$ cat src/rtl/core/signed_unsigned_divider_64_macros.svh
// Assertion macros shared by the divider RTL.
// Included by the modules that carry concurrent checks; no other dependencies.
`ifndef SIGNED_UNSIGNED_DIVIDER_64_MACROS_SVH
`define SIGNED_UNSIGNED_DIVIDER_64_MACROS_SVH

`ifndef SYNTHESIS

// Condition a implies condition b in the same cycle.
`define SUDIV_ASSERT_IMPLIES(label, clk, rst_n, a, b) \
	label: assert property (@(posedge clk) disable iff (!rst_n) (a) |-> (b)) \
		else $error("divider check failed");

// Condition a implies condition b in the next cycle.
`define SUDIV_ASSERT_NEXT(label, clk, rst_n, a, b) \
	label: assert property (@(posedge clk) disable iff (!rst_n) (a) |=> (b)) \
		else $error("divider check failed");

`else

`define SUDIV_ASSERT_IMPLIES(label, clk, rst_n, a, b)
`define SUDIV_ASSERT_NEXT(label, clk, rst_n, a, b)

`endif

`endif

$ cat src/rtl/core/sudiv_pkg.sv
// Shared constants and types of the signed/unsigned divider.
// No dependencies; used by every module in rtl/core.
package sudiv_pkg;

	// Width of each operand and result field on the ports.
	localparam int FIELD_W = 64;
	localparam int TDATA_W = 2 * FIELD_W;

	// Default operand width used inside the datapath.
	localparam int DATA_WIDTH_DEF = 64;

	// Division kind carried on tuser.
	localparam logic KIND_UNSIGNED = 1'b0;
	localparam logic KIND_SIGNED   = 1'b1;

	// Sign and special-case flags that travel with an item down the pipeline.
	typedef struct packed {
		logic q_neg;
		logic r_neg;
		logic den_zero;
	} sudiv_flags_t;

endpackage

$ cat src/rtl/core/sudiv_prep.sv
// Input stage of the divider: masks the operands, takes magnitudes in signed
// mode and records the sign and zero-divisor flags. Depends on sudiv_pkg.
module sudiv_prep #(
	parameter int DATA_WIDTH = sudiv_pkg::DATA_WIDTH_DEF
) (
	input  logic                        clk,
	input  logic                        arst_n,
	input  logic                        en,
	input  logic                        vld_in,
	input  logic                        kind,
	input  logic [sudiv_pkg::FIELD_W-1:0] dividend,
	input  logic [sudiv_pkg::FIELD_W-1:0] divisor,
	output logic                        vld_s1,
	output logic [DATA_WIDTH-1:0]       num_s1,
	output logic [DATA_WIDTH-1:0]       den_s1,
	output sudiv_pkg::sudiv_flags_t     flags_s1
);

	logic [DATA_WIDTH-1:0] a;
	logic [DATA_WIDTH-1:0] b;
	logic                  a_neg;
	logic                  b_neg;

	assign a     = dividend[DATA_WIDTH-1:0];
	assign b     = divisor[DATA_WIDTH-1:0];
	assign a_neg = (kind == sudiv_pkg::KIND_SIGNED) && a[DATA_WIDTH-1];
	assign b_neg = (kind == sudiv_pkg::KIND_SIGNED) && b[DATA_WIDTH-1];

	always_ff @(posedge clk or negedge arst_n) begin
		if (!arst_n) begin
			vld_s1 <= 1'b0;
		end else if (en) begin
			vld_s1 <= vld_in;
		end
	end

	always_ff @(posedge clk) begin
		if (en) begin
			num_s1            <= a_neg ? (~a + 1'b1) : a;
			den_s1            <= b_neg ? (~b + 1'b1) : b;
			flags_s1.q_neg    <= a_neg ^ b_neg;
			flags_s1.r_neg    <= a_neg;
			flags_s1.den_zero <= (b == '0);
		end
	end

endmodule

$ cat config.mk
export PLATFORM = sky130hd
export DESIGN_NAME = sudiv_prep
export DESIGN_NICKNAME = d
export VERILOG_FILES = /design/src/rtl/core/signed_unsigned_divider_64_macros.svh /design/src/rtl/core/sudiv_pkg.sv /design/src/rtl/core/sudiv_prep.sv
export SDC_FILE = /design/constraint.sdc
export NUM_CORES = 1
export LEC_CHECK = 0
export BUFFER_PORTS_ARGS = -buffer_cell sky130_fd_sc_hd__buf_2
export CAP_MARGIN = 20
export CORE_UTILIZATION = 43
export DETAILED_ROUTE_END_ITERATION = 10
export PLACE_DENSITY_LB_ADDON = 0.3
export SLEW_MARGIN = 20
export SYNTH_ARGS = -nofsm -noshare
export SYNTH_HDL_FRONTEND = slang
export SYNTH_SLANG_ARGS = --single-unit
$ cat constraint.sdc
create_clock -name clk -period 1.2 [get_ports clk]
set_clock_uncertainty 0.05 [all_clocks]
set_input_delay 0.18 -clock clk [delete_from_list [all_inputs] [get_ports clk]]
set_output_delay 0.18 -clock clk [all_outputs]
set_load 0.005 [all_outputs]
### After elaboration in Yosys (flattened, before gate mapping)

Cells that the tools add are included.
W data, S select, Z words.

* flip-flop bits (word level): 132
* input bits: 133
* output and inout port bits: 132

* bitwise logic cells: 3
* multiplexer cells: 2
* reduce and logical (&&, ||, !) cells: 3
* add/sub/neg operators: 2

Operators by type and width (number)
* $add A64 B1 Y64 const B: 2
* $mux W64: 2
* $not A64 Y64: 2
* $logic_not A64 Y1: 1
* $logic_and A1 B1 Y1: 2
* $xor A1 B1 Y1: 1

### Logic depth before layout (Yosys ltp)

* depth after elaboration: 3
* gate-level depth with buffers: 7
* depth with buffers taken out: 7

### Worst setup path before layout

Ideal clock, no wire load.

* path kind: input -> register
* from: in dividend[12] (netlist bit)
* to: reg num_s1[54] (data pin)
* setup time: 263 ps
* data arrival time: 2278 ps
* path slack: -1391 ps
* buffers on the path: 1
* stages on the path: 6
* cell sequence: or4_4 > or4_4 > buf_6 > or4b_4 > o41ai_2 > xnor2_1

* word-level cells in the longest chain between the ends: 3

RTL lines
* start: declaration: line sudiv_prep.sv:11 `input logic [sudiv_pkg::FIELD_W-1:0] dividend,`
* $not A64 Y64: line sudiv_prep.sv:39 `num_s1 <= a_neg ? (~a + 1'b1) : a;`
* $add A64 B1 Y64: line sudiv_prep.sv:39
* $mux W64: line sudiv_prep.sv:39
* end signal: assignment: line sudiv_prep.sv:39
* end: declaration: line sudiv_prep.sv:14 `output logic [DATA_WIDTH-1:0] num_s1,`

Every way passes these cells.
A chain may end at the register's enable or synchronous reset.

### Final worst setup path

* from: in dividend[13] (netlist bit)
* to: reg num_s1[38] (data pin)

Same word-level chain as after synthesis.

==> results.json <==
{
  "intPower_mw": 10.4,
  "hold_path_class": "in2reg",
  "fin_area_um2": 12500,
  "root_buffer": "clkbuf_16",
  "end_kind": "flop",
  "grt_pass1_vias": 6913,
  "synth.distinct_cells": 39,
  "start_kind": "input port",
  "async_reset_ff_share_pct": 0.758,
  "p_seq_share_pct": 41.8,
  "slowest_delay_ns": 0.57,
  "cts_buffers": 17,
  "cts_tree": "done",
  "ant_nets": 0,
  "synthFlopType": "edfxtp_1",
  "ys_seq_area_share_pct": 57.7,
  "dpl_cell_area_um2": 10600,
  "cp_slowest_cell": "or4b_4",
  "dieArea_um2": 16500,
  "crit_chain": "buf_6 -> or4_4 -> or4_4 -> or4b_4 -> buf_6 -> o21ai_2 -> xnor2_1",
  "slew_headroom_pct": 69.1,
  "viasPerCell": 5.29,
  "insertion_delay_ns": 0.42,
  "grt.total_usage_pct": 28.4,
  "wl_mm": 24.1,
  "p_sw_mw": 3.41,
  "dp_hpwl_mm": 15.8,
  "start_util_pct": 44.6,
  "die_w_um": 128,
  "grt_pass1_wl_mm": 35.1,
  "fin_ws_ns": -0.967,
  "overflow": 0,
  "hold_viol_final": 0,
  "pre_cts_ws_ns": -1.44,
  "dr.first_iter.drc_count": 547,
  "rsz0062_at_grt": "true",
  "placed_cells": 1263,
  "syn_inst": 581,
  "synth_warnings": 0,
  "nNetsFinal": 1247,
  "port_buffers": 264,
  "leakage_nw": 5.26,
  "p_sw_share_pct": 24.6,
  "status": "complete, but fails checks",
  "finalHoldWorstSlack_ns": 0.0203,
  "synth-edff-count": 131,
  "avgSynthCellArea_um2": 11.8,
  "num_vias": 7075,
  "final_max_slew_viol_count": 0,
  "num_io_pins": 265,
  "critPathArrivalTime_ns": 2.29,
  "path_class": "in2reg",
  "die_h_um": 128,
  "violations": "setup timing",
  "ys_ff_latch": 132,
  "synth_area_um2": 6860,
  "grt_max_degree": 42,
  "yosys.area.top_type": "edfxtp_1",
  "worst_pin_slew_ns": 0.460,
  "clk_pin_slew_ns": 0.06,
  "clock_path_buffers": 2,
  "fillers": 877,
  "fin_cells": 1338,
  "final_common_cell": "buf_2",
  "mostFrequentLayoutCells": "250 x buf_2, 214 x buf_4, 131 x edfxtp_1, 66 x xor2_1, 54 x xnor2_1",
  "finalCritPeriodShare_pct": 181,
  "fmax_mhz": 462,
  "crit_fanout": 4,
  "wl_per_cell_um": 18.0,
  "drtPass1Iterations": 5,
  "antenna_found_initial": 3,
  "syn-num-nets": 716,
  "drc": 0,
  "num_rows": 45,
  "place_congestion": 0.855,
  "yosys-top-cells-area": "edfxtp_1 57%, xor2_1 8.4%, xnor2_1 7.3%, nor2_1 3.0%, nor4_1 2.6%",
  "setup_viol": 111,
  "powerDensity_nw_per_um2": 1110,
  "combPwrFrac_pct": 18.5,
  "min_period_ns": 2.17,
  "required_ns": 1.32,
  "p_clk_share_pct": 39.7,
  "ir_drop_uv": 891,
  "synth_top_cell_area_share_pct": 57.3,
  "areaGrowthSynthToFinish_pct": 82.3,
  "maxCapViolations": 0,
  "htree_num_levels": 4,
  "drive_gt1_share_pct": 62.5,
  "core-area_um2": 15400,
  "clock-sinks": 132
}
[per-layer routing]
metal | global-route usage (%) | vias up | routed length, um
li1 | - | 3280 | -
met1 | 33.6 | 3407 | 9340
met2 | 48.3 | 323 | 12500
met3 | 6.80 | 63 | 1470
met4 | 14.4 | 2 | 826
met5 | 0 | - | 13
[power groups by stage]
stage	clock [mW]	sequential [mW]	combinational, mW
after floorplan	0	5.94	0.649
final	5.50	5.79	2.57
after CTS	5.54	5.79	2.44
after global placement	0	5.87	2.22
after global routing	5.71	5.82	2.75
after detailed placement	0	5.87	2.28
[final cells by class]
| type | count | area, um^2 | share of cell area [%] |
|---|---|---|---|
| Sequential cell | 132 | 3960 | 31.6 |
| Multi-Input combinational cell | 423 | 3940 | 31.5 |
| Tap cell | 211 | 264 | 2.11 |
| Inverter | 9 | 38.8 | 0.310 |
| Timing Repair Buffer | 529 | 3690 | 29.5 |
| Clock inverter | 14 | 185 | 1.48 |
| Antenna cell | 2 | 5.00 | 0.0400 |
| Clock buffer | 18 | 429 | 3.43 |
[registers in the layout, summed over array words and instances (netlist names)]
| register | cells |
|---|---|
| num_s1 | 64 |
| flags_s1 | 3 |
| den_s1 | 64 |
| vld_s1 | 1 |
[path summary, 6_finish.rpt]
check	start	to	slack, ns	cells after the start
hold / removal	dividend[18]	num_s1[18]$_DFFE_PP_	0.02	2
setup reg to reg	vld_s1$_DFFE_PN0P_	vld_s1$_DFFE_PN0P_	0.39	1
setup / recovery	dividend[13]	num_s1[38]$_DFFE_PP_	-0.97	7
max in group asynchronous	arst_n	vld_s1$_DFFE_PN0P_	0.45	3
hold reg to reg	vld_s1$_DFFE_PN0P_	vld_s1$_DFFE_PN0P_	0.48	1
min in group asynchronous	arst_n	vld_s1$_DFFE_PN0P_	0.55	3
[critical path: cells and delay by family]
family / cells / cell delay [ns]
and+or+nand+nor: 3 / 1.63
AOI/OAI and AO/OA: 1 / 0.13
buffers and inverters: 2 / 0.26
xor gates and xnor gates: 1 / 0.09
[metrics by stage]
step	utilization [%]	setup TNS [ns]	power, mW
global route	81.4	-80.33	14.3
finish	81.4	-77.10	13.9
floorplan	-	-95.60	6.59
detailed placement	69.2	-125.02	8.15
global placement	69.2	-122.40	8.09
CTS	78.6	-70.70	13.8
[synth_stat cells (2+ instances only)]
| library cell | number |
|---|---|
| nand2b_1 | 3 |
| o41ai_1 | 8 |
| ha_1 | 2 |
| a41oi_1 | 3 |
| or3b_2 | 2 |
| nor4_1 | 29 |
| nor2_1 | 55 |
| clkbuf_1 | 16 |
| inv_1 | 9 |
| edfxtp_1 | 131 |
| nand4_1 | 5 |
| o21ai_0 | 22 |
| or3_1 | 15 |
| xor2_1 | 66 |
| nand3_1 | 6 |
| nor3_1 | 20 |
| a31oi_1 | 18 |
| or4_1 | 13 |
| nand3b_1 | 2 |
| or4_4 | 2 |
| and2_1 | 4 |
| o31ai_1 | 18 |
| nor4_2 | 2 |
| nand4b_1 | 2 |
| xnor2_1 | 57 |
| a21oi_1 | 33 |
| nand2_1 | 26 |
[kinds of logic (layout without fill, tap and decap cells)]
group	after synthesis	after routing	share of synthesized area (%)
buf+inv	26	570	1.53
mux	1	1	0.164
compound gates	105	105	9.48
other cells	0	2	0
fa+ha+maj	2	2	0.365
flops	132	132	57.7
xor+xnor	123	123	15.7
simple gates	192	192	15.0
[repair_timing]
| action | in CTS | in global routing |
|---|---|---|
| setup endpoints to repair | 119 | 140 |
| pin swaps | 48 | 51 |
| buffers inserted | 21 | 24 |
| gates resized for setup | 124 | 64 |
| hold buffers | 4 | 1 |
| hold endpoints to repair | 3 | 1 |
| cloned | 1 | 0 |
Power figures use the tool's default switching activity.
