### config.mk
export PLATFORM = sky130hd
export DESIGN_NAME = sudiv_fix
export DESIGN_NICKNAME = d
export VERILOG_FILES = /design/src/rtl/core/signed_unsigned_divider_64_macros.svh /design/src/rtl/core/sudiv_pkg.sv /design/src/rtl/core/sudiv_fix.sv
export SDC_FILE = /design/constraint.sdc
export NUM_CORES = 1
export LEC_CHECK = 0
export BUFFER_PORTS_ARGS = -buffer_cell sky130_fd_sc_hd__buf_2
export CAP_MARGIN = 10
export CORE_UTILIZATION = 25
export DETAILED_ROUTE_END_ITERATION = 8
export GPL_TIMING_DRIVEN = 0
export PLACE_DENSITY = 0.49
export SYNTH_ARGS = -nofsm -noshare
export SYNTH_HDL_FRONTEND = slang
export SYNTH_SLANG_ARGS = --single-unit
### constraint.sdc
create_clock -name clk -period 1.9 [get_ports clk]
set_input_delay 0.285 -clock clk [delete_from_list [all_inputs] [get_ports clk]]
set_output_delay 0.285 -clock clk [all_outputs]
set_load 0.03 [all_outputs]
### src/rtl/core/signed_unsigned_divider_64_macros.svh
// Assertion macros shared by the divider RTL.
// Included by the modules that carry concurrent checks; no other dependencies.
`ifndef SIGNED_UNSIGNED_DIVIDER_64_MACROS_SVH
`define SIGNED_UNSIGNED_DIVIDER_64_MACROS_SVH

`ifndef SYNTHESIS

// Condition a implies condition b in the same cycle.
`define SUDIV_ASSERT_IMPLIES(label, clk, rst_n, a, b) \
	label: assert property (@(posedge clk) disable iff (!rst_n) (a) |-> (b)) \
		else $error("divider check failed");

// Condition a implies condition b in the next cycle.
`define SUDIV_ASSERT_NEXT(label, clk, rst_n, a, b) \
	label: assert property (@(posedge clk) disable iff (!rst_n) (a) |=> (b)) \
		else $error("divider check failed");

`else

`define SUDIV_ASSERT_IMPLIES(label, clk, rst_n, a, b)
`define SUDIV_ASSERT_NEXT(label, clk, rst_n, a, b)

`endif

`endif

### src/rtl/core/sudiv_pkg.sv
// Shared constants and types of the signed/unsigned divider.
// No dependencies; used by every module in rtl/core.
package sudiv_pkg;

	// Width of each operand and result field on the ports.
	localparam int FIELD_W = 64;
	localparam int TDATA_W = 2 * FIELD_W;

	// Default operand width used inside the datapath.
	localparam int DATA_WIDTH_DEF = 64;

	// Division kind carried on tuser.
	localparam logic KIND_UNSIGNED = 1'b0;
	localparam logic KIND_SIGNED   = 1'b1;

	// Sign and special-case flags that travel with an item down the pipeline.
	typedef struct packed {
		logic q_neg;
		logic r_neg;
		logic den_zero;
	} sudiv_flags_t;

endpackage

### src/rtl/core/sudiv_fix.sv
// Output stage of the divider: restores the signs of quotient and remainder
// and forces a zero quotient for a zero divisor. Depends on sudiv_pkg.
module sudiv_fix #(
	parameter int DATA_WIDTH = sudiv_pkg::DATA_WIDTH_DEF
) (
	input  logic                          clk,
	input  logic                          arst_n,
	input  logic                          en,
	input  logic                          vld_in,
	input  logic [DATA_WIDTH-1:0]         rem_in,
	input  logic [DATA_WIDTH-1:0]         quo_in,
	input  sudiv_pkg::sudiv_flags_t       flags_in,
	output logic                          vld_s1,
	output logic [sudiv_pkg::TDATA_W-1:0] res_s1
);

	logic [DATA_WIDTH-1:0] quo;
	logic [DATA_WIDTH-1:0] rem;

	// With a zero divisor the remainder path already yields the dividend.
	always_comb begin
		if (flags_in.den_zero) begin
			quo = '0;
		end else if (flags_in.q_neg) begin
			quo = ~quo_in + 1'b1;
		end else begin
			quo = quo_in;
		end
		rem = flags_in.r_neg ? (~rem_in + 1'b1) : rem_in;
	end

	always_ff @(posedge clk or negedge arst_n) begin
		if (!arst_n) begin
			vld_s1 <= 1'b0;
		end else if (en) begin
			vld_s1 <= vld_in;
		end
	end

	always_ff @(posedge clk) begin
		if (en) begin
			res_s1 <= {sudiv_pkg::FIELD_W'(rem), sudiv_pkg::FIELD_W'(quo)};
		end
	end

endmodule

Word-level counts from Yosys, hierarchy flattened
Cells that the tools add are included.
W data, S select, Z words.
- register bits: 129
- word-level logic and storage cells: 9
- output and inout bits: 129
- input bits: 135
- add/sub/neg operators: 2
- mux-type cells: 2
- bitwise gates (word level): 2
- operators with widths (cell ; count):
    $add A64 B1 Y64 const B ; 2
    $mux W64 ; 2
    $not A64 Y64 ; 2

Logic depth before layout (Yosys ltp)
- depth after elaboration: 3
- gate-level depth with buffers: 8
- mapped depth without buffers: 7

Worst setup path after synthesis
OpenSTA, ideal clock, no wires.
- kind: input to register
- start point: input port quo_in[0]
- end point: register res_s1[46] in the netlist's numbering, data pin
- buffers on the path: 1
- setup slack: -0.460 ns
- library setup time: 0.260 ns
- arrival time: 2.100 ns
- cell stages on the path: 8
- required time: 1.640 ns
- cell sequence: inv_1 -> ha_1 -> nor3b_1 -> nand4_1 -> or2_0 -> buf_2 -> o41ai_1 -> mux2_2
- word-level cells in the longest chain between the ends: 3
- RTL lines (item ; line ; RTL):
    start: declaration ; sudiv_fix.sv:11 ; input logic [DATA_WIDTH-1:0] quo_in,
    $not A64 Y64 ; sudiv_fix.sv:25 ; quo = ~quo_in + 1'b1;
    $add A64 B1 Y64 ; sudiv_fix.sv:25 ;
    $mux W64 ; sudiv_fix.sv:24 ; end else if (flags_in.q_neg) begin
    end signal: assignment ; sudiv_fix.sv:42 ; res_s1 <= {sudiv_pkg::FIELD_W'(rem), sudiv_pkg::FIELD_W'(quo)};
    end: declaration ; sudiv_fix.sv:14 ; output logic [sudiv_pkg::TDATA_W-1:0] res_s1
Every way passes these cells.
A chain may end at the register's enable or synchronous reset.

Worst setup path in the final report
- start point: input port rem_in[23]
- end point: register res_s1[102] in the netlist's numbering, data pin
- word-level cells in the longest chain between the ends: 3
- RTL lines (item ; line ; RTL):
    start: declaration ; sudiv_fix.sv:10 ; input logic [DATA_WIDTH-1:0] rem_in,
    $not A64 Y64 ; sudiv_fix.sv:29 ; rem = flags_in.r_neg ? (~rem_in + 1'b1) : rem_in;
    $add A64 B1 Y64 ; sudiv_fix.sv:29 ;
    $mux W64 ; sudiv_fix.sv:29 ;
    net rem[38] ; sudiv_fix.sv:18 ; logic [DATA_WIDTH-1:0] rem;
The timed path passes the listed nets, and every way through them passes these cells.

==> results_dict.tcl <==
set metrics [dict create \
    outcome "complete, but fails checks" \
    violations "negative setup slack" \
    synth-edff-count 128 \
    synthesis.yosys.warnings 0 \
    share_seq_of_total_power_pct 40.9 \
    layout.cells.non_filler 1432 \
    grt_setup_unrepaired "yes" \
    route.detailed.wl_per_inst_um 18.7 \
    cp_max_fo 4 \
    syn_area_um2 7610 \
    antenna_violating_nets_post_route 0 \
    final_max_slew_viol_count 0 \
    worstSetupPathType "in -> reg" \
    timing.final.setup_violations 3 \
    worstHoldStart "vld_in" \
    post_synth.cell_area_avg_um2 10.9 \
    global_route_wire_length_before_repair_um 40700 \
    setup.worst_path.start "rem_in[23]" \
    grt_antenna_before_repair 2 \
    die_y_um 176 \
    finalNetCount 1163 \
    multi_input_comb_area_um2 4240 \
    layout_worst_path_cycle_share_pct 101 \
    cts_root_buf "sky130_fd_sc_hd__clkbuf_16" \
    tns_ns -0.0225 \
    ctsLongestPathBuffers 2 \
    grt_start_max_net_pins 68 \
    synth-main-ff-cell "sky130_fd_sc_hd__edfxtp_1" \
    crit_path_end_kind "register" \
    core_um2 29800 \
    clk_latency_ns 0.42 \
    post_drt_via_cell_ratio 4.95 \
    fin_ws_ns -0.0161 \
    critical_path_arrival_ns 2.08 \
    n_fill_cell 3047 \
    synth.area.top_cells "sky130_fd_sc_hd__edfxtp_1 (51%), sky130_fd_sc_hd__xnor2_1 (7.4%), sky130_fd_sc_hd__o31ai_1 (3.8%)" \
    cts_tree "done" \
    initial_core_utilization_pct 25.5 \
    irDropWorstVdd_v 0.000468 \
    port-buffer-count 262 \
    asyncSetResetFlopFracSynth_pct 0.775 \
    share_of_the_core_filled_with_cells_pct 37.6 \
    achievable-frequency_ghz 0.522 \
    period_needed_ns 1.92 \
    synth_net_count 836 \
    worst_slew_pin_slew_ns 1.11 \
    slowest_stage "sky130_fd_sc_hd__or4_4" \
    initial_drt_markers 435 \
    gp_congestion 0.840 \
    place_hpwl_um 19400 \
    cell_count_after_synthesis 699 \
    placedInstanceArea_um2 9750 \
    remaining_drc_errors 0 \
    portion_of_the_post_synthesis_area_used_by_sequential_elements_pct 50.8 \
    ff2ff_setup_slack_ns 1.15 \
    fin_worst_hold_slack_ns 0.0954 \
    synth.lib_cells_used.distinct 52 \
    dieArea_um2 31100 \
    clk_pin_slew_ns 0.06 \
    area_added_between_synthesis_and_finish_pct 47.1 \
    synth_top_area_cell "sky130_fd_sc_hd__edfxtp_1" \
    io-pin-count 264 \
    routed-via-count 7086 \
    power_switching_w 0.00265 \
    power.internal_w 0.00601 \
    reg2reg_depth 1 \
    powerDensity_nw_per_um2 774 \
    clockPowerShare_pct 36.8 \
    critical_path.cell_chain "buf_6 > or4_4 > nor4_4 > nand4_4 > buf_4 > o41ai_1 > xnor2_1" \
    htree_levels 4 \
    depth_of_the_worst_hold_timing_path 2 \
    gate_family_responsible_for_the_most_delay_along_the_worst_path "simple AND/OR/NAND/NOR gates" \
    cp.required_ns 2.06 \
    worstSetupStartpointType "input port" \
    ys_ff_latch 129 \
    critical_path.reg2reg.endpoint "vld_s1" \
    max_cap_check_violation_count 0 \
    drive_gt1_share_pct 44.3 \
    final-seq-area_um2 3870 \
    total_number_of_placement_rows 63 \
    netSwitchingFraction_pct 30.6 \
    finish.instance_area_um2 11200 \
    maxSlewHeadroom_pct 26.1 \
    path_class_of_the_lowest_slack_min_delay_path "in -> reg" \
    drt-pass1-iter-count 5 \
    yosys.area.top_type_share_pct 50.5 \
    cts_made_buffers 17 \
    critical_path_buffers_and_inverters 2 \
    via_count_of_the_first_global_routing_pass 6974 \
    dpl.cell_count 1352 \
    grt_util_all_layers_pct 17.3 \
    wirelength_um 26800 \
    report.final.hold_viol_count 0 \
    grt-ovfl-total 0 \
    fp.dieW_um 176 \
    p_comb_share_pct 22.3 \
    clock_sinks 129 \
    p_leak_nw 4.24 \
    worst_hold_path.endpoint "vld_s1" \
    fin_worst_skew_ns 0 \
    regToRegStartpoint "vld_s1" \
    slowest_delay_ns 0.59 \
]
-- Yosys cell counts, drive strengths merged, types with 7 or more instances --
library cell  instances
o31ai                39
or2                   7
a21oi                 9
xor2                 30
nand2                30
edfxtp              128
nor3                 31
nand4                17
and3                  8
nor2                 71
o21ai                36
or4                  17
inv                  13
nor2b                16
nand3                27
nor3b                 7
nor4                 17
xnor2                64
a31oi                11
or3                  14
buf                   9
o41ai                29
mux2                 17
clkbuf               26
-- metal layers --
layer | vias up | GRT usage, % | routed length, µm
li1 | 3350 | - | -
met1 | 3452 | 21.4 | 10900
met2 | 249 | 28.6 | 13300
met3 | 35 | 4.72 | 1890
met4 | 0 | 6.72 | 664
met5 | - | 0 | 0
-- cell families after synthesis --
| logic type | Yosys count | synth area share (%) |
|---|---|---|
| AND/OR/NAND/NOR | 277 | 20.4 |
| AO/OA/AOI/OAI | 131 | 12.4 |
| flip-flops | 129 | 50.8 |
| XOR/XNOR | 94 | 10.8 |
| buffers and inverters | 48 | 2.53 |
| multiplexers | 18 | 2.65 |
| adder cells (fa/ha/maj) | 2 | 0.329 |
-- layout by cell type, fill, tap and decap left out, types with 11 or more instances in the layout --
master / synthesis / final
sky130_fd_sc_hd__a31oi_1: 11 / 11
sky130_fd_sc_hd__buf_2: 4 / 248
sky130_fd_sc_hd__buf_4: 0 / 41
sky130_fd_sc_hd__buf_6: 1 / 16
sky130_fd_sc_hd__clkbuf_1: 26 / 24
sky130_fd_sc_hd__clkbuf_16: 0 / 17
sky130_fd_sc_hd__edfxtp_1: 128 / 128
sky130_fd_sc_hd__mux2_2: 17 / 13
sky130_fd_sc_hd__nand2_1: 30 / 28
sky130_fd_sc_hd__nand3_1: 26 / 24
sky130_fd_sc_hd__nand4_1: 15 / 15
sky130_fd_sc_hd__nor2_1: 71 / 65
sky130_fd_sc_hd__nor2b_1: 16 / 16
sky130_fd_sc_hd__nor3_1: 28 / 26
sky130_fd_sc_hd__o21ai_0: 36 / 25
sky130_fd_sc_hd__o31ai_1: 39 / 18
sky130_fd_sc_hd__o31ai_2: 0 / 14
sky130_fd_sc_hd__o41ai_2: 6 / 12
sky130_fd_sc_hd__or3_1: 14 / 13
sky130_fd_sc_hd__xnor2_1: 64 / 64
sky130_fd_sc_hd__xor2_1: 30 / 30
-- cell type report --
class	instances	area share, %
inverter	13	0.492
clock buffer	20	3.90
timing repair buffer	309	16.1
tap	390	4.36
antenna	3	0.0671
sequential	129	34.6
buffer	33	1.51
clock inverter	12	1.05
multi-input combinational	523	37.9
-- how the worst max path moves through the flow --
stage | end | depth (start not counted)
finish | res_s1[102] | 7
global route | res_s1[56] | 7
CTS | res_s1[125] | 8
detailed placement | res_s1[35] | 6
global placement | vld_s1 | 2
floorplan | res_s1[106] | 7
-- power groups by stage --
stage	sequential, W	combinational (W)	clock (W)
global route	0.00357	0.00206	0.00338
floorplan	0.00418	0.000500	0
detailed placement	0.00360	0.00184	0
CTS	0.00355	0.00190	0.00329
global placement	0.00361	0.00183	0
finish	0.00354	0.00193	0.00319
-- flip-flops by register name, summed over array words and instances, names as in the netlist --
name and count:
res_s1 128, vld_s1 1
-- through the flow --
step           power (W)  worst slack [ns]
6_report         0.00866           -0.0161
3_5_place_dp     0.00545            -0.909
4_1_cts          0.00873           -0.0441
2_1_floorplan    0.00468            -0.319
3_3_place_gp     0.00544             -1.25
5_1_grt          0.00901           -0.0640
-- timing repair --
item                                    CTS  global route
gates cloned                              2             0
gates resized for setup                  60            50
hold endpoints to repair                  1             0
hold buffers                              1             0
pin swaps                                19            24
endpoints found under the setup margin   79            71
buffers inserted                         26            18
(Power assumes the default switching activity.)
