File: config.mk
export PLATFORM = sky130hd
export DESIGN_NAME = sudiv_skid
export DESIGN_NICKNAME = d
export VERILOG_FILES = /design/src/rtl/core/sudiv_pkg.sv /design/src/rtl/core/sudiv_skid.sv
export VERILOG_INCLUDE_DIRS = /design/src /design/src/rtl/core
export SDC_FILE = /design/constraint.sdc
export NUM_CORES = 1
export LEC_CHECK = 0
export ABC_AREA = 1
export BUFFER_PORTS_ARGS = -buffer_cell sky130_fd_sc_hd__buf_2
export CAP_MARGIN = 10
export CORE_AREA = 2 2 145 133
export DETAILED_ROUTE_END_ITERATION = 7
export DIE_AREA = 0 0 147 135
export PLACE_DENSITY = 0.9
export SLEW_MARGIN = 0
export SYNTH_ARGS = -nofsm -noshare
export SYNTH_HDL_FRONTEND = slang
export SYNTH_SLANG_ARGS = --single-unit
File: constraint.sdc
create_clock -name clk -period 13.2 [get_ports clk]
set_input_delay 1.98 -clock clk [delete_from_list [all_inputs] [get_ports clk]]
set_output_delay 1.98 -clock clk [all_outputs]
set_load 0.05 [all_outputs]
File: src/rtl/core/signed_unsigned_divider_64_macros.svh
// Assertion macros shared by the divider RTL.
// Included by the modules that carry concurrent checks; no other dependencies.
`ifndef SIGNED_UNSIGNED_DIVIDER_64_MACROS_SVH
`define SIGNED_UNSIGNED_DIVIDER_64_MACROS_SVH

`ifndef SYNTHESIS

// Condition a implies condition b in the same cycle.
`define SUDIV_ASSERT_IMPLIES(label, clk, rst_n, a, b) \
	label: assert property (@(posedge clk) disable iff (!rst_n) (a) |-> (b)) \
		else $error("divider check failed");

// Condition a implies condition b in the next cycle.
`define SUDIV_ASSERT_NEXT(label, clk, rst_n, a, b) \
	label: assert property (@(posedge clk) disable iff (!rst_n) (a) |=> (b)) \
		else $error("divider check failed");

`else

`define SUDIV_ASSERT_IMPLIES(label, clk, rst_n, a, b)
`define SUDIV_ASSERT_NEXT(label, clk, rst_n, a, b)

`endif

`endif

File: src/rtl/core/sudiv_pkg.sv
// Shared constants and types of the signed/unsigned divider.
// No dependencies; used by every module in rtl/core.
package sudiv_pkg;

	// Width of each operand and result field on the ports.
	localparam int FIELD_W = 64;
	localparam int TDATA_W = 2 * FIELD_W;

	// Default operand width used inside the datapath.
	localparam int DATA_WIDTH_DEF = 64;

	// Division kind carried on tuser.
	localparam logic KIND_UNSIGNED = 1'b0;
	localparam logic KIND_SIGNED   = 1'b1;

	// Sign and special-case flags that travel with an item down the pipeline.
	typedef struct packed {
		logic q_neg;
		logic r_neg;
		logic den_zero;
	} sudiv_flags_t;

endpackage

File: src/rtl/core/sudiv_skid.sv
// Output register with a one-entry skid buffer; its fullness stalls the
// divider pipeline. Depends on sudiv_pkg and the assertion macro header.
`include "signed_unsigned_divider_64_macros.svh"

module sudiv_skid (
	input  logic                          clk,
	input  logic                          arst_n,
	input  logic                          in_vld,
	input  logic [sudiv_pkg::TDATA_W-1:0] in_data,
	output logic                          en,
	output logic                          out_valid,
	input  logic                          out_ready,
	output logic [sudiv_pkg::TDATA_W-1:0] out_data
);

	logic                          out_valid_q;
	logic                          skid_valid_q;
	logic [sudiv_pkg::TDATA_W-1:0] out_data_q;
	logic [sudiv_pkg::TDATA_W-1:0] skid_data_q;
	logic                          out_free;
	logic                          push;

	// The pipeline only moves while the skid entry is empty, so at most one
	// item can arrive while the output is held.
	assign en       = ~skid_valid_q;
	assign out_free = ~out_valid_q | out_ready;
	assign push     = en & in_vld;

	always_ff @(posedge clk or negedge arst_n) begin
		if (!arst_n) begin
			out_valid_q  <= 1'b0;
			skid_valid_q <= 1'b0;
		end else if (out_free) begin
			out_valid_q  <= skid_valid_q | push;
			skid_valid_q <= 1'b0;
		end else if (push) begin
			skid_valid_q <= 1'b1;
		end
	end

	always_ff @(posedge clk) begin
		if (out_free) begin
			out_data_q <= skid_valid_q ? skid_data_q : in_data;
		end else if (push) begin
			skid_data_q <= in_data;
		end
	end

	assign out_valid = out_valid_q;
	assign out_data  = out_data_q;

	`SUDIV_ASSERT_IMPLIES(a_skid_behind_out, clk, arst_n, skid_valid_q, out_valid_q)
	`SUDIV_ASSERT_NEXT(a_skid_catches, clk, arst_n, push && out_valid_q && !out_ready, skid_valid_q)
	`SUDIV_ASSERT_NEXT(a_skid_drains, clk, arst_n, skid_valid_q && out_ready, !skid_valid_q && out_valid_q)

endmodule

* Word level (Yosys, flattened, before mapping) *
Index checks and enable logic that the tools add are counted.

word-level totals
  register bits after elaboration = 258
  input port bits = 132
  logic and storage cells = 15

cells by class
  bitwise operators = 6
  reductions and logical operators = 2
  multiplexer cells = 3

operators with widths
  operator             count
  128-bit 2-to-1 mux   1
  1-bit NOT            3
  1-bit 2-to-1 mux     2
  1-bit bitwise OR     2
  2-bit AND reduction  1
  2-bit nonzero test   1
  1-bit AND            1

* Depth between registers and ports, before layout *
Gate-level depths: netlist of run 1.

  word-level depth = 4
  gate-level depth with buffers = 5

* Worst setup path before layout of run 1 *
Ideal clock, no wire load.

  path kind = in2reg
  start = input port out_ready
  end = register skid_data_q[0] (netlist bit), enable pin
  cell stages on the path = 3
  required time = 11.986 ns
  path slack = 1.883 ns
  arrival time = 10.103 ns
  cells stage by stage = inv_1 nand2_1 nor2_1

between the ends
  cells in the longest elaborated chain, start to end = 3

ends and longest elaborated chain
  element                               line              source
  start, declared                       sudiv_skid.sv:12  input logic out_ready,
  1-bit bitwise OR                      sudiv_skid.sv:26  assign out_free = ~out_valid_q | out_ready;
  via out_free                          sudiv_skid.sv:20  logic out_free;
  1-bit NOT (no source line)            --
  2-bit AND reduction (no source line)  --
  end signal, assigned                  sudiv_skid.sv:45  skid_data_q <= in_data;
  end, declared                         sudiv_skid.sv:19  logic [sudiv_pkg::TDATA_W-1:0] skid_data_q;

The timed path passes the listed nets, and every way through them passes these cells.
A chain may end at the register's enable or synchronous reset.

* Worst setup path in the final report of run 1 *
  start = input port out_ready
  end = register skid_data_q[82] (netlist bit), enable pin

The elaborated chain is that of the path after synthesis.

==> results of run 1 <==
==> path summary, 6_finish.rpt <==
kind                                       from         endpoint  slack [ns]
max in group asynchronous                arst_n     skid_valid_q       11.84
worst min-delay path            skid_data_q[35]     out_data[35]        0.51
worst min register to register  skid_data_q[35]     out_data[35]        0.51
worst max-delay path                  out_ready  skid_data_q[82]        8.54
worst max register to register     skid_valid_q  skid_data_q[82]        9.56
min in group asynchronous                arst_n     skid_valid_q        1.24
==> Yosys cell counts (all sizes together) <==
cell / number / share of area, %
inv: 2 / 0.080
dfrtp: 2 / 0.54
nor2: 3 / 0.12
buf: 26 / 1.4
edfxtp: 256 / 82
nand2: 387 / 16
clkbuf: 2 / 0.080
==> metal layers <==
| layer | wire (µm) | up-vias | GRT usage [%] |
|---|---|---|---|
| li1 | - | 2828 | - |
| met1 | 7470 | 2768 | 24.4 |
| met5 | 0 | - | 0 |
| met4 | 540 | 0 | 7.26 |
| met2 | 9710 | 301 | 32.0 |
| met3 | 1780 | 41 | 4.73 |
==> per-stage QoR <==
| stage | power (µW) | utilization, % | setup WS (ns) | cells | instance area, µm² |
|---|---|---|---|---|---|
| 2_1_floorplan | 1230 | - | 1.88 | 678 | 9350 |
| 3_3_place_gp | 1300 | 59.7 | 8.04 | 1161 | 10900 |
| 3_5_place_dp | 1310 | 59.7 | 8.00 | 1161 | 10900 |
| 4_1_cts | 2050 | 64.5 | 8.51 | 1208 | 11800 |
| 5_1_grt | 2100 | 64.6 | 8.28 | 1213 | 11800 |
| 6_report | 2040 | 64.6 | 8.54 | 1213 | 11800 |
==> cells in the final DEF, fill, tap and decap left out, drive strengths merged <==
cell type,instances
inv,3
edfxtp,256
nor2,3
nand2,387
dfrtp,2
clkinv,9
bufinv,4
diode,5
clkbuf,30
clkinvlp,3
buf,266
==> power by group through the flow <==
stage / sequential, µW / combinational, µW / clock, µW
detailed placement: 1010 / 296 / 0
CTS: 996 / 297 / 761
floorplan: 1170 / 63.1 / 0
finish: 996 / 295 / 747
global placement: 1010 / 289 / 0
global route: 1000 / 314 / 790
==> final cells by class <==
cell class	instances	area [µm²]	share of cell area, %
Antenna cell	5	12.5	0.106
Timing Repair Buffer	266	1340	11.4
Sequential cell	258	7740	65.8
Multi-Input combinational cell	390	1480	12.6
Inverter	2	10.0	0.0850
Clock buffer	30	687	5.84
Tap cell	245	307	2.60
Clock inverter	17	191	1.63
==> kinds of logic (layout without fill, tap and decap cells) <==
logic type / Yosys count / in the layout / share of synthesized area (%)
simple gates: 390 / 390 / 15.7
other cells: 0 / 5 / 0
buf+inv: 30 / 315 / 1.55
flops: 258 / 258 / 82.8
==> state kept, by name, summed over array words and instances, names as in the netlist <==
register      flops
out_data        128
out_valid         1
skid_data_q     128
skid_valid_q      1
==> worst max-delay path, cell delays in order <==
cell and delay, ns:
sky130_fd_sc_hd__buf_2 0.10, sky130_fd_sc_hd__inv_1 0.09, sky130_fd_sc_hd__nand2_4 0.44, sky130_fd_sc_hd__nor2_4 0.79
sky130_fd_sc_hd__buf_4 0.63, sky130_fd_sc_hd__buf_4 0.67
==> qor.log, run 1 <==
[power] portion of total power attributed to sequential cells 48.9%
[final_layout] Area Growth Syn to Fin 25.9%
[detailed_routing] initial drt markers 478
[sta] post-route clock period utilization 35.3%
[floorplanning] die width 147 µm
[setup_path] endpoint class of the critical path flop
[global_route] vias in the first global route 5721
[final_layout] fill cell total of the finished layout 1319
[yosys] post-synthesis net count 810
[sta] setup violation total in the final timing report 0
[global_route] overflow left after global routing 0
[clock_network] clock root cell sky130_fd_sc_hd__clkbuf_16
[sta] worst clock skew 0.00886 ns
[power] worst vdd ir 0.000145 V
[global_route] first-pass GRT wire length 29600 µm
[floorplanning] Starting Density 51.3%
[clock_network] clock latency reported for the late side of the worst-skew pair 0.51 ns
[setup_path] Startpoint Class input port
[outcome] run status finished clean
[yosys] count of warnings emitted by yosys 0
[floorplanning] die height 135 µm
[placement] half-perimeter wire length after detailed placement 12600 µm
[clock_network] Clock H-tree levels 1
[global_route] number of antenna violations at the first check in global routing 5
[floorplanning] Die ar. 0.0198 mm²
[clock_network] post-CTS resize count 0
[yosys] sequential share of the synthesized area 82.8%
[sta] upper clock frequency limit 215 MHz
[yosys] flip-flop and latch count after synthesis 258
[detailed_routing] detailed-routing iteration count for the pre-antenna-repair pass 4
[setup_path] critical-path maximum fanout 61
[hold_path] Hold Path Depth 2
[sta] post-route worst hold slack 0.508 ns
[sta] final-report hold violation count 0
[yosys] Mapped Avg Cell Area 13.8 µm²
[detailed_routing] overall routed net length 19500 µm
[sta] Slew @ Worst Pin 1.04 ns
[clock_network] maximum clock path buffer count 3
[setup_path] CP Data Arrival Time 4.80 ns
[sta] sum of negative setup slack 0 ns
[floorplanning] number of rows in the core area 47
[sta] relative max-transition margin 30.4%
[power] switching power 551 µW
[flow_run] count of maximum capacitance violations 0
[detailed_routing] total number of vias 5938
[hold_path] worst hold path type reg -> reg
[floorplanning] boundary pin count 262
[clock_network] CTS tree yes
[clock_network] clock-pin slew of the registers on the worst-case setup and hold paths 0.06 ns
[power] share of power burned in combinational logic 14.5%
[detailed_routing] Vias per Instance 4.90
[power] leakage power figure 0.00511 µW
[setup_path] endpoint required time on the critical path 13.34 ns
[sta] setup repair after global routing missed its margin false
[power] proportion of total power due to net switching 27.0%
[setup_path] Worst Setup Path Type in -> reg
[floorplanning] core footprint 0.0182 mm²
[detailed_routing] DRC violation count after routing 0
[detailed_routing] number of antenna-violating nets in the routed design 0
[sta] minimum period implied by the final worst setup slack 4.66 ns
[sta] Slew Viols, Final 0
[clock_network] clock sink count 258
[global_route] total global-route track usage 19.1%
[detailed_routing] average detailed-routed wire length per instance 16.1 µm
[power] PD cells 173 mW/mm²
[placement] gpl congestion 0.778
[final_layout] nets 1076
[setup_path] reg2reg path depth 5
[yosys] Unique masters post-synth 8
[final_layout] fraction of layout cells with a size suffix above 1 32.2%
[global_route] maximum number of pins on one net before global-route repair 100
[yosys] cell area after synthesis 0.00935 mm²
[clock_network] total clock buffers created by CTS 26
[power] cell-internal power 1490 µW
[clock_network] number of hold buffers added after CTS 0
[clock_network] number of buffers added for setup after CTS 0
[power] power share of the clock group 36.7%
[placement] number of port buffers 261
[yosys] Cells after Synth 678
Note: power is estimated with default switching activity, not from simulation.
==> inputs of run 2 (changes only) <==
--- a/config.mk
+++ b/config.mk
@@ -6,13 +6,13 @@
 export SDC_FILE = /design/constraint.sdc
 export NUM_CORES = 1
 export LEC_CHECK = 0
-export ABC_AREA = 1
+export ABC_AREA = 0
 export BUFFER_PORTS_ARGS = -buffer_cell sky130_fd_sc_hd__buf_2
 export CAP_MARGIN = 10
-export CORE_AREA = 2 2 145 133
+export CORE_AREA = 2 2 155 142
 export DETAILED_ROUTE_END_ITERATION = 7
-export DIE_AREA = 0 0 147 135
-export PLACE_DENSITY = 0.9
+export DIE_AREA = 0 0 157 144
+export PLACE_DENSITY = 0.86
 export SLEW_MARGIN = 0
 export SYNTH_ARGS = -nofsm -noshare
 export SYNTH_HDL_FRONTEND = slang
==> constraint.sdc (replaced) <==
create_clock -name clk -period 3.8 [get_ports clk]
set_input_delay 0.57 -clock clk [delete_from_list [all_inputs] [get_ports clk]]
set_output_delay 0.57 -clock clk [all_outputs]
set_load 0.05 [all_outputs]
==> qor.log, run 2 <==
[yosys] most area-consuming cells after synthesis sky130_fd_sc_hd__edfxtp_1 (79%), sky130_fd_sc_hd__mux2_4 (13%), sky130_fd_sc_hd__mux2_2 (4.8%)
[sta] Slew Viols, Final 0
[global_route] total global-route track usage 14.4%
[placement] gpl congestion 0.721
[yosys] Mapped Avg Cell Area 23.8 µm²
[clock_network] clock latency reported for the late side of the worst-skew pair 0.52 ns
[yosys] top cell type's share of synthesized area 79.4%
[clock_network] maximum clock path buffer count 3
[floorplanning] die width 157 µm
[outcome] run status finished clean
[placement] placed cell count 949
[floorplanning] boundary pin count 262
[yosys] cell area after synthesis 0.00968 mm²
[hold_path] terminating pin of the worst hold path skid_data_q[127]
[sta] minimum period implied by the final worst setup slack 2.40 ns
[global_route] overflow left after global routing 0
[power] total power consumption of the routed design 6950 µW
[sta] final-report hold violation count 0
[detailed_routing] number of antenna-violating nets in the routed design 0
[setup_path] endpoint class of the critical path output pin
[setup_path] CP Data Arrival Time 1.83 ns
[final_layout] Non-Filler Instances 1001
[floorplanning] die height 144 µm
[sta] upper clock frequency limit 416 MHz
[detailed_routing] detailed-routing iteration count for the pre-antenna-repair pass 4
[sta] post-route worst hold slack 0.240 ns
[flow_run] count of maximum capacitance violations 0
[setup_path] delay of the slowest critical-path stage 1.00 ns
[detailed_routing] initial drt markers 245
[setup_path] Worst Setup Path Type reg -> out
[power] worst vdd ir 0.000335 V
[final_layout] most common cell after layout, fill and taps aside sky130_fd_sc_hd__buf_2
[sta] setup repair after global routing missed its margin false
[hold_path] hold path startpoint in_data[127]
[power] portion of total power attributed to sequential cells 49.6%
[final_layout] leading cell types in the layout, fill and taps excluded sky130_fd_sc_hd__buf_2 (261), sky130_fd_sc_hd__edfxtp_1 (256), sky130_fd_sc_hd__mux2_4 (87), sky130_fd_sc_hd__mux2_2 (41), sky130_fd_sc_hd__clkbuf_16 (27)
[detailed_routing] average detailed-routed wire length per instance 17.3 µm
[setup_path] Reg2Reg Launch Point skid_valid_q
[global_route] met2 track utilization from global routing 24.3%
[power] leakage power figure 0.00477 µW
[setup_path] Top delay family on crit path flip-flops
[setup_path] end of the worst register-to-register path out_data[11]
[sta] setup violation total in the final timing report 0
[detailed_routing] Vias per Instance 4.74
[yosys] most frequent cell after synthesis sky130_fd_sc_hd__edfxtp_1
[yosys] post-synthesis net count 539
[clock_network] post-CTS resize count 0
[sta] Slew @ Worst Pin 0.918 ns
[final_layout] fraction of layout cells with a size suffix above 1 60.9%
[clock_network] clock root cell sky130_fd_sc_hd__clkbuf_16
[sta] post-route clock period utilization 63.2%
[yosys] Unique masters post-synth 12
[setup_path] reg2reg path depth 2
[yosys] Post-synth EDFFs 256
[yosys] flip-flop and latch count after synthesis 258
[setup_path] endpoint required time on the critical path 3.23 ns
[setup_path] slowest stage cell on the critical path sky130_fd_sc_hd__dfrtp_4
[hold_path] worst hold path type in -> reg
[setup_path] reg-to-reg slack, setup 1.62 ns
[global_route] layer with the highest usage met2
[final_layout] Area Growth Syn to Fin 25.7%
[global_route] met3 track demand over resource in global routing 4.26%
[clock_network] clock-pin slew of the registers on the worst-case setup and hold paths 0.06 ns
[clock_network] Clock H-tree levels 1
[final_layout] nets 820
[final_layout] fill cell total of the finished layout 1557
[clock_network] CTS tree yes
[global_route] number of antenna violations at the first check in global routing 4
[setup_path] CP Buf/Inv Count 2
[yosys] Primary FF master, synth sky130_fd_sc_hd__edfxtp_1
[power] PD cells 571 mW/mm²
[yosys] proportion of synthesized flip-flops having asynchronous set or reset 0.775%
[placement] half-perimeter wire length after detailed placement 11300 µm
[yosys] cell types with the highest counts after synthesis sky130_fd_sc_hd__edfxtp_1 (256), sky130_fd_sc_hd__mux2_4 (87), sky130_fd_sc_hd__mux2_2 (41)
[floorplanning] core footprint 0.0211 mm²
[detailed_routing] overall routed net length 17300 µm
[detailed_routing] DRC violation count after routing 0
[power] share of power burned in combinational logic 14.5%
[global_route] maximum number of pins on one net before global-route repair 131
[clock_network] clock sink count 258
[placement] number of port buffers 261
[power] power share of the clock group 35.9%
[power] switching power 1760 µW
[yosys] count of warnings emitted by yosys 0
[setup_path] cells along the critical path inv_1 -> buf_2
[global_route] first-pass GRT wire length 25200 µm
[detailed_routing] total number of vias 4742
[floorplanning] Starting Density 45.8%
[setup_path] Startpoint Class flop
[hold_path] Hold Path Depth 1
[yosys] sequential share of the synthesized area 79.9%
[sta] worst clock skew 0.00842 ns
[global_route] met1 usage 17.9%
[floorplanning] number of rows in the core area 51
[sta] relative max-transition margin 38.8%
[setup_path] critical-path maximum fanout 54
[yosys] Cells after Synth 407
[global_route] vias in the first global route 4767
[clock_network] total clock buffers created by CTS 27
[power] proportion of total power due to net switching 25.4%
[power] cell-internal power 5190 µW
[floorplanning] Die ar. 0.0226 mm²
[yosys] dominant cell type by area after synthesis sky130_fd_sc_hd__edfxtp_1
==> run 2: cell count changes after synthesis, moves of 2 or more <==
cell	delta
sky130_fd_sc_hd__nand2_1	-386
sky130_fd_sc_hd__mux2_4	+87
sky130_fd_sc_hd__mux2_2	+41
sky130_fd_sc_hd__buf_2	-22
sky130_fd_sc_hd__buf_6	+10
sky130_fd_sc_hd__clkbuf_1	-2
==> run 2: layer usage <==
| metal | share of wire (%) | wire length, µm | up-vias |
|---|---|---|---|
| li1 | - | - | 2196 |
| met1 | 40 | 6870 | 2322 |
| met2 | 50 | 8590 | 184 |
| met3 | 7.3 | 1270 | 38 |
| met4 | 3.1 | 536 | 2 |
| met5 | 0.075 | 13 | - |
==> run 2: worst max-delay path by stage <==
| stage | endpoint | depth (start not counted) | from | slack [ns] |
|---|---|---|---|---|
| 5_1_grt | en | 2 | skid_valid_q | 1.22 |
| 4_1_cts | en | 2 | skid_valid_q | 1.30 |
| 3_5_place_dp | out_data[11] | 2 | skid_valid_q | 1.56 |
| 2_1_floorplan | skid_data_q[0] | 2 | out_ready | -1.51 |
| 3_3_place_gp | out_data[17] | 2 | skid_valid_q | 1.61 |
| 6_report | en | 2 | skid_valid_q | 1.40 |
==> run 2: cell families after synthesis <==
logic type	Yosys count	synth area share, %
simple gates	5	0.259
flops	258	79.9
mux	128	18.3
buf+inv	16	1.56
==> run 2: area by class of cell <==
| type | instances | area (µm²) | share of cell area, % |
|---|---|---|---|
| Clock inverter | 12 | 129 | 1.06 |
| Tap cell | 291 | 364 | 2.99 |
| Clock buffer | 35 | 706 | 5.80 |
| Sequential cell | 258 | 7740 | 63.6 |
| Multi-Input combinational cell | 133 | 1810 | 14.9 |
| Inverter | 1 | 3.75 | 0.0308 |
| Timing Repair Buffer | 267 | 1400 | 11.5 |
| Antenna cell | 4 | 10.0 | 0.0822 |
==> run 2: timing repair <==
action / in CTS / in global routing
hold endpoints to repair: 2 / 0
setup buffers: 0 / 0
hold buffers: 1 / 0
==> run 2: power by group through the flow <==
stage               combinational [µW]  sequential (µW)  clock [µW]
floorplan                          300             3960           0
global route                      1060             3460        2660
global placement                  1000             3500           0
detailed placement                1020             3510           0
CTS                               1020             3450        2560
finish                            1010             3450        2490
==> run 2: per-stage QoR <==
step	setup WS, ns	setup TNS [ns]	utilization [%]	cell area, µm²
floorplan	-1.51	-192.97	-	9700
global placement	1.61	0	53.6	11300
detailed placement	1.56	0	53.6	11300
CTS	1.30	0	57.6	12200
global route	1.22	0	57.6	12200
finish	1.40	0	57.6	12200
==> inputs of run 3 (changes only) <==
--- a/config.mk
+++ b/config.mk
@@ -6,13 +6,13 @@
 export SDC_FILE = /design/constraint.sdc
 export NUM_CORES = 1
 export LEC_CHECK = 0
-export ABC_AREA = 0
+export ABC_AREA = 1
 export BUFFER_PORTS_ARGS = -buffer_cell sky130_fd_sc_hd__buf_2
 export CAP_MARGIN = 10
-export CORE_AREA = 2 2 155 142
+export CORE_AREA = 2 2 152 139
 export DETAILED_ROUTE_END_ITERATION = 7
-export DIE_AREA = 0 0 157 144
-export PLACE_DENSITY = 0.86
+export DIE_AREA = 0 0 154 141
+export PLACE_DENSITY = 0.87
 export SLEW_MARGIN = 0
 export SYNTH_ARGS = -nofsm -noshare
 export SYNTH_HDL_FRONTEND = slang
==> constraint.sdc (replaced) <==
create_clock -name clk -period 2.05 [get_ports clk]
set_input_delay 0.3075 -clock clk [delete_from_list [all_inputs] [get_ports clk]]
set_output_delay 0.3075 -clock clk [all_outputs]
set_load 0.05 [all_outputs]
==> qor.log, run 3 (synthesis results as in run 1) <==
[outcome] run status finished clean
[floorplanning] die height 141 µm
[final_layout] leading cell types in the layout, fill and taps excluded sky130_fd_sc_hd__nand2_1 (386), sky130_fd_sc_hd__buf_2 (260), sky130_fd_sc_hd__edfxtp_1 (256), sky130_fd_sc_hd__dlygate4sd3_1 (129), sky130_fd_sc_hd__clkbuf_16 (27)
[clock_network] total clock buffers created by CTS 26
[detailed_routing] average detailed-routed wire length per instance 17.4 µm
[floorplanning] die width 154 µm
[clock_network] Clock H-tree levels 1
[setup_path] endpoint class of the critical path output pin
[setup_path] endpoint required time on the critical path 1.74 ns
[global_route] vias in the first global route 6867
[sta] post-route worst hold slack 0.0336 ns
[final_layout] fill cell total of the finished layout 1365
[sta] setup repair after global routing missed its margin false
[sta] sum of negative setup slack 0 ns
[flow_run] count of maximum capacitance violations 0
[setup_path] slowest stage cell on the critical path sky130_fd_sc_hd__dfrtp_4
[setup_path] critical-path maximum fanout 65
[floorplanning] Die ar. 0.0217 mm²
[sta] minimum period implied by the final worst setup slack 1.98 ns
[final_layout] most common cell after layout, fill and taps aside sky130_fd_sc_hd__nand2_1
[clock_network] clock root cell sky130_fd_sc_hd__clkbuf_16
[final_layout] post-layout util 64.8%
[global_route] first-pass GRT wire length 36500 µm
[floorplanning] Starting Density 46.0%
[sta] setup ws final 0.0703 ns
[global_route] overflow left after global routing 0
[final_layout] Inserted Diodes 0
[setup_path] CP Data Arrival Time 1.67 ns
[clock_network] clock latency reported for the late side of the worst-skew pair 0.52 ns
[power] worst vdd ir 0.000807 V
[setup_path] CP Buf/Inv Count 3
[sta] worst clock skew 0.0142 ns
[clock_network] clock sink count 258
[clock_network] maximum clock path buffer count 3
[final_layout] area of all sequential standard cells 0.00774 mm²
[sta] relative max-transition margin 52.0%
[setup_path] delay of the slowest critical-path stage 0.50 ns
[global_route] total global-route track usage 21.5%
[setup_path] Worst Setup Path Type reg -> out
[power] leakage power figure 0.00571 µW
[global_route] maximum number of pins on one net before global-route repair 131
[final_layout] footprint of the multi-input gates 0.00149 mm²
[setup_path] Startpoint Class flop
[clock_network] number of buffers added for setup after CTS 0
[placement] pre-CTS WS 0.365 ns
[setup_path] cells along the critical path inv_4 -> buf_16 -> buf_4
[detailed_routing] DRC violation count after routing 0
[detailed_routing] initial drt markers 469
[final_layout] Area Growth Syn to Fin 41.0%
[placement] half-perimeter wire length after detailed placement 12500 µm
[setup_path] Top delay family on crit path buffers and inverters
[detailed_routing] Vias per Instance 4.90
[detailed_routing] detailed-routing iteration count for the pre-antenna-repair pass 5
[power] total power consumption of the routed design 13100 µW
[sta] setup violation total in the final timing report 0
[sta] Slew Viols, Final 0
[detailed_routing] number of antenna-violating nets in the routed design 0
[detailed_routing] overall routed net length 23600 µm
[placement] number of port buffers 261
[final_layout] nets 1214
[detailed_routing] total number of vias 6661
[floorplanning] boundary pin count 262
[floorplanning] number of rows in the core area 50
[sta] upper clock frequency limit 505 MHz
[placement] gpl congestion 0.786
[hold_path] worst hold path type in -> reg
[sta] final-report hold violation count 0
[sta] post-route clock period utilization 96.6%
[global_route] number of antenna violations at the first check in global routing 0
[clock_network] CTS tree yes
[clock_network] clock-pin slew of the registers on the worst-case setup and hold paths 0.06 ns
[sta] Slew @ Worst Pin 0.720 ns
[final_layout] fraction of layout cells with a size suffix above 1 28.5%
[floorplanning] core footprint 0.0203 mm²
[power] PD cells 996 mW/mm²
[run 3: worst min-delay path, stage by stage]
cell and delay, ns:
sky130_fd_sc_hd__buf_2 0.10, sky130_fd_sc_hd__nor2_1 0.05, sky130_fd_sc_hd__nand2_1 0.05
[run 3: cell type report]
class / count / area share (%)
clock buffer: 32 / 5.27
inverter: 2 / 0.0759
timing repair buffer: 404 / 21.3
multi-input combinational: 390 / 11.3
tap: 260 / 2.47
clock inverter: 13 / 0.826
sequential: 258 / 58.7
[run 3: per-stage QoR]
stage / instances / area, µm²
6_report: 1359 / 13200
3_3_place_gp: 1184 / 11000
2_1_floorplan: 678 / 9370
5_1_grt: 1359 / 13200
4_1_cts: 1358 / 13200
3_5_place_dp: 1184 / 11000
[run 3: layer usage]
metal | vias up | wire length (µm) | track usage (%)
li1 | 3104 | - | -
met1 | 3126 | 8640 | 25.4
met2 | 368 | 12300 | 38.7
met3 | 63 | 1850 | 4.43
met4 | 0 | 816 | 8.21
met5 | - | 0 | 0
[run 3: final timing paths]
check	startpoint	slack [ns]	cells after the start	to
hold / removal	in_vld	0.03	3	out_valid
hold reg to reg	skid_data_q[33]	0.51	2	out_data[33]
min in group asynchronous	arst_n	0.15	2	out_valid
max in group asynchronous	arst_n	1.78	2	skid_valid_q
setup reg to reg	skid_valid_q	0.36	4	skid_data_q[90]
setup / recovery	skid_valid_q	0.07	3	en
[run 3: what timing repair did]
item | CTS | global route
resized for setup | 2 | 0
hold buffers | 128 | 1
endpoints found under the setup margin | 1 | 0
endpoints found under the hold margin | 129 | 1
[run 3: report_power, final]
group	internal [µW]	switching (µW)
logic	587	1620
clock network	2630	1870
registers	6290	121
